<file path="config.mk">
export PLATFORM = sky130hd
export DESIGN_NAME = integer_to_radix_text
export DESIGN_NICKNAME = d
export VERILOG_FILES = /design/src/hdl/itrt_pkg.sv /design/src/hdl/itrt_ctrl.sv /design/src/hdl/itrt_dp.sv /design/src/hdl/integer_to_radix_text.sv
export SDC_FILE = /design/constraint.sdc
export NUM_CORES = 1
export LEC_CHECK = 0
export BUFFER_PORTS_ARGS = -buffer_cell sky130_fd_sc_hd__buf_2
export CORE_MARGIN = 3
export CORE_UTILIZATION = 56
export DETAILED_ROUTE_END_ITERATION = 6
export PLACE_DENSITY = 0.76
export SLEW_MARGIN = 10
export SYNTH_ARGS = -nofsm -noshare
export SYNTH_HDL_FRONTEND = slang
export SYNTH_SLANG_ARGS = --single-unit
</file>
<file path="constraint.sdc">
create_clock -name clk -period 2.75 [get_ports clk]
set_input_delay 0.55 -clock clk [delete_from_list [all_inputs] [get_ports clk]]
set_output_delay 0.55 -clock clk [all_outputs]
set_load 0.05 [all_outputs]
</file>
<file path="src/hdl/itrt_pkg.sv">
// Shared types, constants and helper functions for the integer to radix text block.
// No dependencies; imported by every module of the block and by its checker.
`default_nettype none

package itrt_pkg;

  // Operand width used internally and the fixed port widths.
  localparam int VALUE_BITS = 32;
  localparam int IN_VALUE_W = 32;
  localparam int BASE_W     = 6;
  localparam int CHAR_W     = 8;
  localparam int DIGIT_W    = 6;
  localparam int CNT_W      = $clog2(VALUE_BITS + 1);
  localparam int IDX_W      = $clog2(VALUE_BITS);
  localparam int STEP_W     = $clog2(VALUE_BITS);

  // Radix limits and the one radix that honors a sign.
  localparam logic [BASE_W-1:0] MIN_BASE = 6'd2;
  localparam logic [BASE_W-1:0] MAX_BASE = 6'd36;
  localparam logic [BASE_W-1:0] DEC_BASE = 6'd10;

  // ASCII codes.
  localparam logic [CHAR_W-1:0] CHAR_ZERO    = 8'h30;
  localparam logic [CHAR_W-1:0] CHAR_NINE    = 8'h39;
  localparam logic [CHAR_W-1:0] CHAR_UPPER_A = 8'h41;
  localparam logic [CHAR_W-1:0] CHAR_UPPER_Z = 8'h5A;
  localparam logic [CHAR_W-1:0] CHAR_MINUS   = 8'h2D;
  localparam logic [CHAR_W-1:0] CHAR_NONE    = 8'h00;

  localparam logic [DIGIT_W-1:0] DIGIT_TEN = 6'd10;

  // Controller states.
  typedef enum logic [3:0] {
    ST_IDLE,
    ST_START,
    ST_DIV,
    ST_STORE,
    ST_CHECK,
    ST_SIGN,
    ST_READ,
    ST_EMIT,
    ST_BAD
  } itrt_state_t;

  // Commands from the controller to the datapath.
  typedef struct packed {
    logic load;
    logic div_init;
    logic div_step;
    logic store;
    logic sign_load;
    logic rd;
    logic emit;
    logic bad_load;
  } itrt_cmd_t;

  // Status from the datapath to the controller.
  typedef struct packed {
    logic bad;
    logic neg;
    logic div_done;
    logic q_zero;
    logic cnt_full;
    logic last_digit;
    logic out_free;
  } itrt_sts_t;

  // Maps a digit value below 36 to its character, 0-9 then A-Z.
  function automatic logic [CHAR_W-1:0] digit_char(input logic [DIGIT_W-1:0] d);
    if (d < DIGIT_TEN) begin
      return CHAR_ZERO + CHAR_W'(d);
    end else begin
      return CHAR_UPPER_A + CHAR_W'(d - DIGIT_TEN);
    end
  endfunction

endpackage

`default_nettype wire

</file>
<file path="src/hdl/itrt_ctrl.sv">
// Controller state machine for the integer to radix text block.
// Depends on itrt_pkg; drives the datapath through itrt_cmd_t and reads itrt_sts_t.
`default_nettype none

module itrt_ctrl (
  input  wire                 clk,
  input  wire                 rst_n,
  input  wire                 in_valid,
  output logic                in_ready,
  input  itrt_pkg::itrt_sts_t sts,
  output itrt_pkg::itrt_cmd_t cmd
);
  import itrt_pkg::*;

  itrt_state_t state_r;
  itrt_state_t state_nxt;
  logic        more_digits;

  // Another division pass is needed while the quotient is nonzero and room remains.
  assign more_digits = !sts.q_zero && !sts.cnt_full;

  // State register.
  always_ff @(posedge clk) begin
    if (!rst_n) begin
      state_r <= ST_IDLE;
    end else begin
      state_r <= state_nxt;
    end
  end

  // Next-state logic.
  always_comb begin
    state_nxt = state_r;
    case (state_r)
      ST_IDLE: begin
        if (in_valid) state_nxt = ST_START;
      end
      ST_START: begin
        state_nxt = sts.bad ? ST_BAD : ST_DIV;
      end
      ST_DIV: begin
        if (sts.div_done) state_nxt = ST_STORE;
      end
      ST_STORE: begin
        state_nxt = ST_CHECK;
      end
      ST_CHECK: begin
        if (more_digits) begin
          state_nxt = ST_DIV;
        end else begin
          state_nxt = sts.neg ? ST_SIGN : ST_READ;
        end
      end
      ST_SIGN: begin
        if (sts.out_free) state_nxt = ST_READ;
      end
      ST_READ: begin
        state_nxt = ST_EMIT;
      end
      ST_EMIT: begin
        if (sts.out_free) state_nxt = sts.last_digit ? ST_IDLE : ST_READ;
      end
      ST_BAD: begin
        if (sts.out_free) state_nxt = ST_IDLE;
      end
      default: begin
        state_nxt = ST_IDLE;
      end
    endcase
  end

  // Output logic.
  always_comb begin
    cmd      = '0;
    in_ready = 1'b0;
    case (state_r)
      ST_IDLE: begin
        in_ready = 1'b1;
        cmd.load = in_valid;
      end
      ST_DIV: begin
        cmd.div_step = 1'b1;
      end
      ST_STORE: begin
        cmd.store = 1'b1;
      end
      ST_CHECK: begin
        cmd.div_init = more_digits;
      end
      ST_SIGN: begin
        cmd.sign_load = sts.out_free;
      end
      ST_READ: begin
        cmd.rd = 1'b1;
      end
      ST_EMIT: begin
        cmd.emit = sts.out_free;
      end
      ST_BAD: begin
        cmd.bad_load = sts.out_free;
      end
      default: begin
        cmd = '0;
      end
    endcase
  end

endmodule

`default_nettype wire

</file>
<file path="src/hdl/itrt_dp.sv">
// Datapath for the integer to radix text block: operand prep, shift-subtract
// divider, digit memory and output register. Depends on itrt_pkg.
`default_nettype none

module itrt_dp (
  input  wire                               clk,
  input  wire                               rst_n,
  input  wire  [itrt_pkg::IN_VALUE_W-1:0]   in_value,
  input  wire  [itrt_pkg::BASE_W-1:0]       in_base,
  input  wire                               in_is_signed,
  input  itrt_pkg::itrt_cmd_t               cmd,
  output itrt_pkg::itrt_sts_t               sts,
  output logic                              out_valid,
  input  wire                               out_ready,
  output logic [itrt_pkg::CHAR_W-1:0]       out_character,
  output logic                              out_last,
  output logic                              out_bad_base
);
  import itrt_pkg::*;

  // Working registers.
  logic [VALUE_BITS-1:0] q_r, q_nxt;
  logic [DIGIT_W-1:0]    rem_r, rem_nxt;
  logic [STEP_W-1:0]     step_r, step_nxt;
  logic [CNT_W-1:0]      cnt_r, cnt_nxt;
  logic [BASE_W-1:0]     base_r, base_nxt;
  logic                  neg_r, neg_nxt;
  logic                  bad_r, bad_nxt;
  logic [DIGIT_W-1:0]    rd_data_r;

  // Output register.
  logic                  out_valid_r, out_valid_nxt;
  logic [CHAR_W-1:0]     out_char_r, out_char_nxt;
  logic                  out_last_r, out_last_nxt;
  logic                  out_bad_r, out_bad_nxt;

  // Digit memory, least significant digit first.
  logic [DIGIT_W-1:0]    digit_mem [VALUE_BITS];

  // Operand preparation.
  logic [VALUE_BITS-1:0] v_in;
  logic                  neg_in;
  logic                  bad_in;
  logic [VALUE_BITS-1:0] mag_in;

  // One divider step.
  logic [DIGIT_W:0]      trial;
  logic                  trial_ge;
  logic [DIGIT_W-1:0]    rem_step;

  logic [IDX_W-1:0]      rd_idx;
  logic                  out_free;
  logic                  out_load;

  // The magnitude is formed unsigned, so the most negative value is handled too.
  always_comb begin
    v_in   = VALUE_BITS'(in_value);
    neg_in = in_is_signed && (in_base == DEC_BASE) && v_in[VALUE_BITS-1];
    bad_in = (in_base < MIN_BASE) || (in_base > MAX_BASE);
    mag_in = neg_in ? (VALUE_BITS'(0) - v_in) : v_in;
  end

  // Restoring division: one quotient bit per cycle, quotient shifted in place.
  always_comb begin
    trial    = {rem_r, q_r[VALUE_BITS-1]};
    trial_ge = trial >= {1'b0, base_r};
    rem_step = trial_ge ? DIGIT_W'(trial - {1'b0, base_r}) : DIGIT_W'(trial);
  end

  assign rd_idx   = IDX_W'(cnt_r - CNT_W'(1));
  assign out_free = !out_valid_r || out_ready;
  assign out_load = cmd.sign_load || cmd.emit || cmd.bad_load;

  // Next values of the working registers.
  always_comb begin
    q_nxt    = q_r;
    rem_nxt  = rem_r;
    step_nxt = step_r;
    cnt_nxt  = cnt_r;
    base_nxt = base_r;
    neg_nxt  = neg_r;
    bad_nxt  = bad_r;
    if (cmd.load) begin
      q_nxt    = mag_in;
      rem_nxt  = '0;
      step_nxt = '0;
      cnt_nxt  = '0;
      base_nxt = in_base;
      neg_nxt  = neg_in;
      bad_nxt  = bad_in;
    end
    if (cmd.div_init) begin
      rem_nxt  = '0;
      step_nxt = '0;
    end
    if (cmd.div_step) begin
      q_nxt    = {q_r[VALUE_BITS-2:0], trial_ge};
      rem_nxt  = rem_step;
      step_nxt = step_r + STEP_W'(1);
    end
    if (cmd.store) begin
      cnt_nxt = cnt_r + CNT_W'(1);
    end
    if (cmd.emit) begin
      cnt_nxt = cnt_r - CNT_W'(1);
    end
  end

  // Next values of the output register.
  always_comb begin
    out_valid_nxt = out_valid_r;
    out_char_nxt  = out_char_r;
    out_last_nxt  = out_last_r;
    out_bad_nxt   = out_bad_r;
    if (out_ready) begin
      out_valid_nxt = 1'b0;
    end
    if (out_load) begin
      out_valid_nxt = 1'b1;
    end
    if (cmd.sign_load) begin
      out_char_nxt = CHAR_MINUS;
      out_last_nxt = 1'b0;
      out_bad_nxt  = 1'b0;
    end
    if (cmd.emit) begin
      out_char_nxt = digit_char(rd_data_r);
      out_last_nxt = (cnt_r == CNT_W'(1));
      out_bad_nxt  = 1'b0;
    end
    if (cmd.bad_load) begin
      out_char_nxt = CHAR_NONE;
      out_last_nxt = 1'b1;
      out_bad_nxt  = 1'b1;
    end
  end

  // Control registers.
  always_ff @(posedge clk) begin
    if (!rst_n) begin
      out_valid_r <= 1'b0;
      cnt_r       <= '0;
      step_r      <= '0;
    end else begin
      out_valid_r <= out_valid_nxt;
      cnt_r       <= cnt_nxt;
      step_r      <= step_nxt;
    end
  end

  // Payload registers.
  always_ff @(posedge clk) begin
    q_r        <= q_nxt;
    rem_r      <= rem_nxt;
    base_r     <= base_nxt;
    neg_r      <= neg_nxt;
    bad_r      <= bad_nxt;
    out_char_r <= out_char_nxt;
    out_last_r <= out_last_nxt;
    out_bad_r  <= out_bad_nxt;
  end

  // Digit memory write port.
  always_ff @(posedge clk) begin
    if (cmd.store) begin
      digit_mem[cnt_r[IDX_W-1:0]] <= rem_r;
    end
  end

  // Digit memory registered read port.
  always_ff @(posedge clk) begin
    if (cmd.rd) begin
      rd_data_r <= digit_mem[rd_idx];
    end
  end

  // Status to the controller.
  always_comb begin
    sts.bad        = bad_r;
    sts.neg        = neg_r;
    sts.div_done   = (step_r == STEP_W'(VALUE_BITS - 1));
    sts.q_zero     = (q_r == '0);
    sts.cnt_full   = (cnt_r == CNT_W'(VALUE_BITS));
    sts.last_digit = (cnt_r == CNT_W'(1));
    sts.out_free   = out_free;
  end

  assign out_valid     = out_valid_r;
  assign out_character = out_char_r;
  assign out_last      = out_last_r;
  assign out_bad_base  = out_bad_r;

endmodule

`default_nettype wire

</file>
<file path="src/hdl/integer_to_radix_text.sv">
// Top level of the integer to radix text block: controller plus datapath.
// Depends on itrt_pkg, itrt_ctrl and itrt_dp.
//
// Converts one 32-bit word per transaction into ASCII text in a base from 2 to 36,
// most significant digit first, digits 0-9 then A-Z, one output transaction per
// character with out_last on the final one. A minus sign leads only for signed
// negative values in base 10; other bases print the raw bit pattern. A base
// outside 2..36 yields one transaction with out_bad_base set, character 0 and
// out_last set. Conversions run one at a time. Each digit takes one full pass of
// the single shared shift-subtract divider over all 32 quotient bits, then a store
// and a check; each character then takes a digit memory read and an output load,
// and a leading minus sign is loaded into the output register before the first
// digit is read. The next input is accepted once the last character sits in the
// output register.
`default_nettype none

module integer_to_radix_text (
  input  wire                               clk,
  input  wire                               rst_n,
  input  wire                               in_valid,
  output logic                              in_ready,
  input  wire  [itrt_pkg::IN_VALUE_W-1:0]   in_value,
  input  wire  [itrt_pkg::BASE_W-1:0]       in_base,
  input  wire                               in_is_signed,
  output logic                              out_valid,
  input  wire                               out_ready,
  output logic [itrt_pkg::CHAR_W-1:0]       out_character,
  output logic                              out_last,
  output logic                              out_bad_base
);
  import itrt_pkg::*;

  itrt_cmd_t cmd;
  itrt_sts_t sts;

  // Sequencing of load, divide, store and emit.
  itrt_ctrl u_ctrl (
    .clk      (clk),
    .rst_n    (rst_n),
    .in_valid (in_valid),
    .in_ready (in_ready),
    .sts      (sts),
    .cmd      (cmd)
  );

  // Divider, digit memory and output register.
  itrt_dp u_dp (
    .clk           (clk),
    .rst_n         (rst_n),
    .in_value      (in_value),
    .in_base       (in_base),
    .in_is_signed  (in_is_signed),
    .cmd           (cmd),
    .sts           (sts),
    .out_valid     (out_valid),
    .out_ready     (out_ready),
    .out_character (out_character),
    .out_last      (out_last),
    .out_bad_base  (out_bad_base)
  );

endmodule

`default_nettype wire

</file>
== Word level (Yosys, flattened, before mapping) ==
Memories as Yosys holds them, arrays and structs flattened. A register that Yosys moved wholly into a read port is not among the register bits.
Index checks and enable logic that the tools add are counted.

* Reduce and logical (&&, ||, !) cells: 18
* $add $sub $neg: 8
* Eq/ne operators: 17
* Multiplexer cells: 41
* Magnitude comparators: 4

{| class="wikitable"
|+ Operators with widths
! cell !! number
|-
| 32-bit two-way mux || 3
|-
| 6-bit two-way mux || 6
|-
| 4-bit one-hot mux with 9 select lines || 1
|-
| 32-bit logical NOT || 1
|-
| 1-bit by 32-bit subtractor with 32-bit output, first input constant || 1
|-
| 4-bit two-way mux || 7
|-
| 8-bit two-way mux || 3
|-
| 4-bit by 3-bit == test with 1-bit output, second input constant || 4
|-
| 1-bit two-way mux || 16
|-
| 5-bit two-way mux || 3
|-
| 7-bit by 8-bit adder with 8-bit output, first input constant || 1
|-
| 4-bit by 2-bit == test with 1-bit output, second input constant || 2
|-
| 6-bit by 6-bit adder with 7-bit output, first input constant || 1
|-
| 7-bit by 6-bit greater-or-equal comparator with 1-bit output || 1
|-
| 6-bit by 4-bit subtractor with 7-bit output, second input constant || 1
|-
| 6-bit by 1-bit adder with 6-bit output, second input constant || 1
|-
| 6-bit by 1-bit == test with 1-bit output, second input constant || 1
|-
| 6-bit by 4-bit == test with 1-bit output, second input constant || 1
|-
| 6-bit == test, second input constant || 1
|-
| 6-bit > comparator, second input constant || 1
|-
| 6-bit by 2-bit less-than comparator with 1-bit output, second input constant || 1
|-
| 6-bit by 4-bit less-than comparator with 1-bit output, second input constant || 1
|-
| 2-bit by 1-bit != test with 1-bit output, second input constant || 3
|-
| 2-bit nonzero test || 3
|-
| 15 further kinds || 24
|}

* Logic and storage cells: 101
* Memories: 1
* Bits in writable memories: 192
* Register bits after elaboration: 72

{| class="wikitable"
|+ Memory list
! memory !! depth !! bits a word !! read ports !! clocked after memory_dff !! write ports !! RTL line !! text
|-
| u_dp.digit_mem || 32 || 6 || 1 || 1 || 1 || itrt_dp.sv:38 || <nowiki>logic [DIGIT_W-1:0] digit_mem [VALUE_BITS];</nowiki>
|}

== Logic depth before layout (Yosys ltp) ==
* Depth in word-level cells: 6
* Mapped depth: 10
* Mapped depth without buffers: 9

== By module ==
From an unflattened synthesis, not the netlist that was laid out.

* Cell total of the unflattened synthesis: 912
* Area, all modules: 12675.9 um^2

{| class="wikitable"
|+ Modules (own cells, without submodules)
! module !! area each (um^2) !! cells an instance !! times used !! seq. area each (um^2)
|-
| itrt_dp || 12284.3 || 857 || 1 || 7767.4
|-
| itrt_ctrl || 391.6 || 55 || 1 || 80.1
|}

== Worst setup path after synthesis ==
Ideal clock, no wire load.

* Kind: flip-flop to flip-flop
* From: register u_ctrl.state_r[3]
* To: register u_dp.step_r[2]
* Setup time: 0.116 ns
* Data arrival time: 4.043 ns
* Period minus slack after synthesis: 4.159 ns
* Slack: -1.409 ns
* Path buffers: 1
* Cell stages (with the launch flop): 8
* Cell sequence: dfxtp_1 clkbuf_1 nor4_1 nand2_1 nand2_1 o21bai_1 o211ai_1 and3b_1

* Cells in the longest elaborated chain, start to end: 4
* Elaborated cells on any way between the ends: 9
* Those cells by class: eq/ne (2); mux (5); reduce/logical (2)

{| class="wikitable"
|+ RTL lines
! element !! RTL line !! text
|-
| start, declared || itrt_ctrl.sv:15 || <nowiki>itrt_state_t state_r;</nowiki>
|-
| start signal, assigned || itrt_ctrl.sv:27 || <nowiki>state_r <= state_nxt;</nowiki>
|-
| 4-bit by 3-bit == test with 1-bit output || itrt_ctrl.sv:76 || <nowiki>case (state_r)</nowiki>
|-
| 1-bit two-way mux || itrt_ctrl.sv:76 ||
|-
| 5-bit two-way mux || itrt_dp.sv:92 || <nowiki>if (cmd.div_init) begin</nowiki>
|-
| 5-bit two-way mux || itrt_dp.sv:96 || <nowiki>if (cmd.div_step) begin</nowiki>
|-
| end signal, assigned || itrt_dp.sv:147 || <nowiki>step_r <= step_nxt;</nowiki>
|-
| end, declared || itrt_dp.sv:24 || <nowiki>logic [STEP_W-1:0] step_r, step_nxt;</nowiki>
|}

Several ways; a longest one is shown, not always the timed one.
A chain may end at the register's enable or synchronous reset.

== Final worst setup path ==
* From: register u_dp.cnt_r[0]
* To: register u_dp.rd_data_r[5], read port of u_dp.digit_mem, data pin

* Cells in the longest elaborated chain, start to end: 1

{| class="wikitable"
|+ RTL lines
! element !! RTL line !! text
|-
| start, declared || itrt_dp.sv:25 || <nowiki>logic [CNT_W-1:0] cnt_r, cnt_nxt;</nowiki>
|-
| start signal, assigned || itrt_dp.sv:146 || <nowiki>cnt_r <= cnt_nxt;</nowiki>
|-
| 6-bit by 1-bit subtractor with 6-bit output || itrt_dp.sv:70 || <nowiki>assign rd_idx = IDX_W'(cnt_r - CNT_W'(1));</nowiki>
|-
| end, declared || itrt_dp.sv:29 || <nowiki>logic [DIGIT_W-1:0] rd_data_r;</nowiki>
|}

No other way between the ends.

==> results.sh <==
export IMPL_total_power_w=0.0129
export IMPL_syn_inst=829
export IMPL_fill_cells=1436
export IMPL_final_cell_area_um2=14000
export IMPL_start_util_pct=57.2
export IMPL_drv_cap=0
export IMPL_tns_ps=0
export IMPL_fmax_mhz=394
export IMPL_port_buffers=54
export IMPL_area_growth_pct=15.6
export IMPL_ys_seq_area_share_pct=64.8
export IMPL_diodes=0
export IMPL_clockBufferDepth=3
export IMPL_worstPathMaxFanout=9
export IMPL_die_h_um=153
export IMPL_required_ps=3040
export IMPL_synth_edf_count=244
export IMPL_std_cell_rows=53
export IMPL_fin_worst_skew_ps=33.3
export IMPL_synth_area_per_cell_um2=14.6
export IMPL_cts_setup_buffers=0
export IMPL_worstSetupEndpointType="flip-flop"
export IMPL_startpoint_type="flip-flop"
export IMPL_pin_count=55
export IMPL_drc_errors=0
export IMPL_synth_common_cells="244 x edfxtp_1, 70 x nand2_1, 62 x o21ai_0"
export IMPL_startpoint="u_dp.cnt_r[0]"
export IMPL_drt_iter0_markers=480
export IMPL_power_density_nw_per_um2=924
export IMPL_htree_levels=1
export IMPL_dp_hpwl_um=16900
export IMPL_grt_pass1_vias=7281
export IMPL_rsz0062_at_grt="no"
export IMPL_ys_seq_elements=270
export IMPL_synth_top_cell_area_share_pct=60.5
export IMPL_grt_max_degree=70
export IMPL_coreArea_um2=21200
export IMPL_cts_buffers=28
export IMPL_worst_hold_slack_ps=234
export IMPL_rr_startpoint="u_dp.cnt_r[0]"
export IMPL_die_area_um2=23400
export IMPL_async_flop_share_pct=0
export IMPL_ir_worst_vdd_mv=0.492
export IMPL_grt_total_usage_pct=21.7
export IMPL_grt_pass1_wl_um=40100
export IMPL_fin_nets=996
export IMPL_synth_largest_area_cell="edfxtp_1"
export IMPL_yosysUniqueCellTypes=59
export IMPL_hold_class="primary input to flip-flop"
export IMPL_placed_area_um2=13100
export IMPL_post_cts_resized=0
export IMPL_vias=7290
export IMPL_setup_viol=0
export IMPL_slew_violations=0
export IMPL_yosys_warnings=0
export IMPL_gp_congestion=0.839
export IMPL_tightest_slew_ps=568
export IMPL_clk_pin_slew_ps=60
export IMPL_synth_area_leaders="edfxtp_1 61%, mux4_2 11%, dfxtp_1 4.3%, o21ai_0 2.6%, xnor2_1 2.2%"
export IMPL_status="completed"
export IMPL_dr_pass1_iters=5
export IMPL_period_share_pct=92.2
export IMPL_min_period_ps=2540
export IMPL_syn_area_um2=12100
export IMPL_postLayoutCoreUtil_pct=66.2
export IMPL_p_leak_nw=4.78
export IMPL_cts_hold_buf=0
export IMPL_reg2reg_depth=6
export IMPL_drive_above_1_share_pct=24.3
export IMPL_worstHoldStart="in_base[3]"
export IMPL_grt_antenna_before_repair=0
export IMPL_critPathKind="flip-flop to flip-flop"
export IMPL_maxSlewHeadroom_pct=61.8
export IMPL_whs_path_depth=1
export IMPL_cts_sinks=270
export IMPL_cts_tree="built"
export IMPL_cp_arrival_ps=2820
export IMPL_ant_nets=0
export IMPL_clkLatencyLatePin_ps=550
export IMPL_syn_num_nets=891
export IMPL_yosysMostFrequentCell="edfxtp_1"
export IMPL_hold_viol=0
export IMPL_grt_overflow=0
export IMPL_synthFlopType="edfxtp_1"
export IMPL_routed_wl_um=25300
export IMPL_die_w_um=153
export IMPL_viasPerCell=5.93
export IMPL_wl_per_cell_um=20.5
export IMPL_cts_root_buf="clkbuf_16"
power by group:
part	internal, W	switching (W)
clock network	0.00225	0.00148
logic	0.00130	0.00212
registers	0.00551	0.000280
kinds of logic (layout without fill, tap and decap cells):
kind of cell / after synthesis / after routing / synth area share, %
DFF: 270 / 270 / 64.8
and+or+nand+nor: 211 / 211 / 8.35
AOI/OAI and AO/OA: 146 / 146 / 7.29
buffers and inverters: 72 / 198 / 2.53
muxes: 67 / 67 / 11.8
xor gates and xnor gates: 44 / 44 / 3.18
adders and majority gates: 19 / 19 / 2.03
stage by stage:
| step | worst slack (ps) | std cells |
|---|---|---|
| after global routing | 149 | 1230 |
| after global placement | 255 | 1179 |
| final | 214 | 1230 |
| after detailed placement | 237 | 1179 |
| after CTS | 199 | 1230 |
| after floorplan | -8.75 | 829 |
final timing paths:
path              slack, ps               endpoint
setup / recovery        210      u_dp.rd_data_r[5]
hold / removal          230         u_dp.base_r[3]
setup reg to reg        210      u_dp.rd_data_r[5]
hold reg to reg         460  u_dp.out_character[1]
registers in the layout, indices dropped and copies added, names as in the netlist:
name,flops
u_ctrl.state_r,4
u_dp.bad_r,1
u_dp.base_r,6
u_dp.cnt_r,6
u_dp.digit_mem,192
u_dp.neg_r,1
u_dp.out_bad_base,1
u_dp.out_character,8
u_dp.out_last,1
u_dp.out_valid,1
u_dp.q_r,32
u_dp.rd_data_r,6
u_dp.rem_r,6
u_dp.step_r,5
layout by cell type (no fill, tap or decap), types with 8 or more instances in the layout:
cell type | synthesis | layout
edfxtp_1 | 244 | 244
nand2_1 | 70 | 69
o21ai_0 | 62 | 62
mux4_2 | 60 | 60
buf_4 | 5 | 59
nor2_1 | 56 | 56
buf_2 | 8 | 54
inv_1 | 30 | 30
xnor2_1 | 31 | 30
a21oi_1 | 30 | 30
clkbuf_16 | 0 | 28
dfxtp_1 | 26 | 25
ha_1 | 18 | 17
nor4_1 | 15 | 14
xor2_1 | 13 | 13
nor3_1 | 12 | 12
nand3_1 | 11 | 11
nand4_1 | 10 | 10
a31oi_1 | 9 | 9
o31ai_1 | 8 | 8
clkbuf_1 | 26 | 8
worst max-delay path, stage by stage, from the launching register on:
cell,delay (ps)
dfxtp_4,360
inv_1,70
ha_2,480
buf_4,260
mux4_2,340
mux4_2,480
mux2_2,280
layout make-up:
| cell class | instances | area, um2 | area share [%] |
|---|---|---|---|
| Sequential cell | 270 | 7850 | 56.1 |
| Multi-Input combinational cell | 487 | 3980 | 28.4 |
| Timing Repair Buffer | 117 | 793 | 5.67 |
| Clock buffer | 36 | 731 | 5.22 |
| Tap cell | 275 | 344 | 2.46 |
| Clock inverter | 15 | 185 | 1.32 |
| Inverter | 30 | 113 | 0.804 |
layer usage:
| metal | up-vias | wire [um] | GRT usage [%] |
|---|---|---|---|
| met4 | 0 | 848 | 7.93 |
| met5 | - | 0 | 0 |
| met2 | 241 | 13100 | 38.1 |
| met1 | 3566 | 10100 | 27.9 |
| li1 | 3438 | - | - |
| met3 | 45 | 1210 | 2.86 |
(Power assumes the default switching activity.)
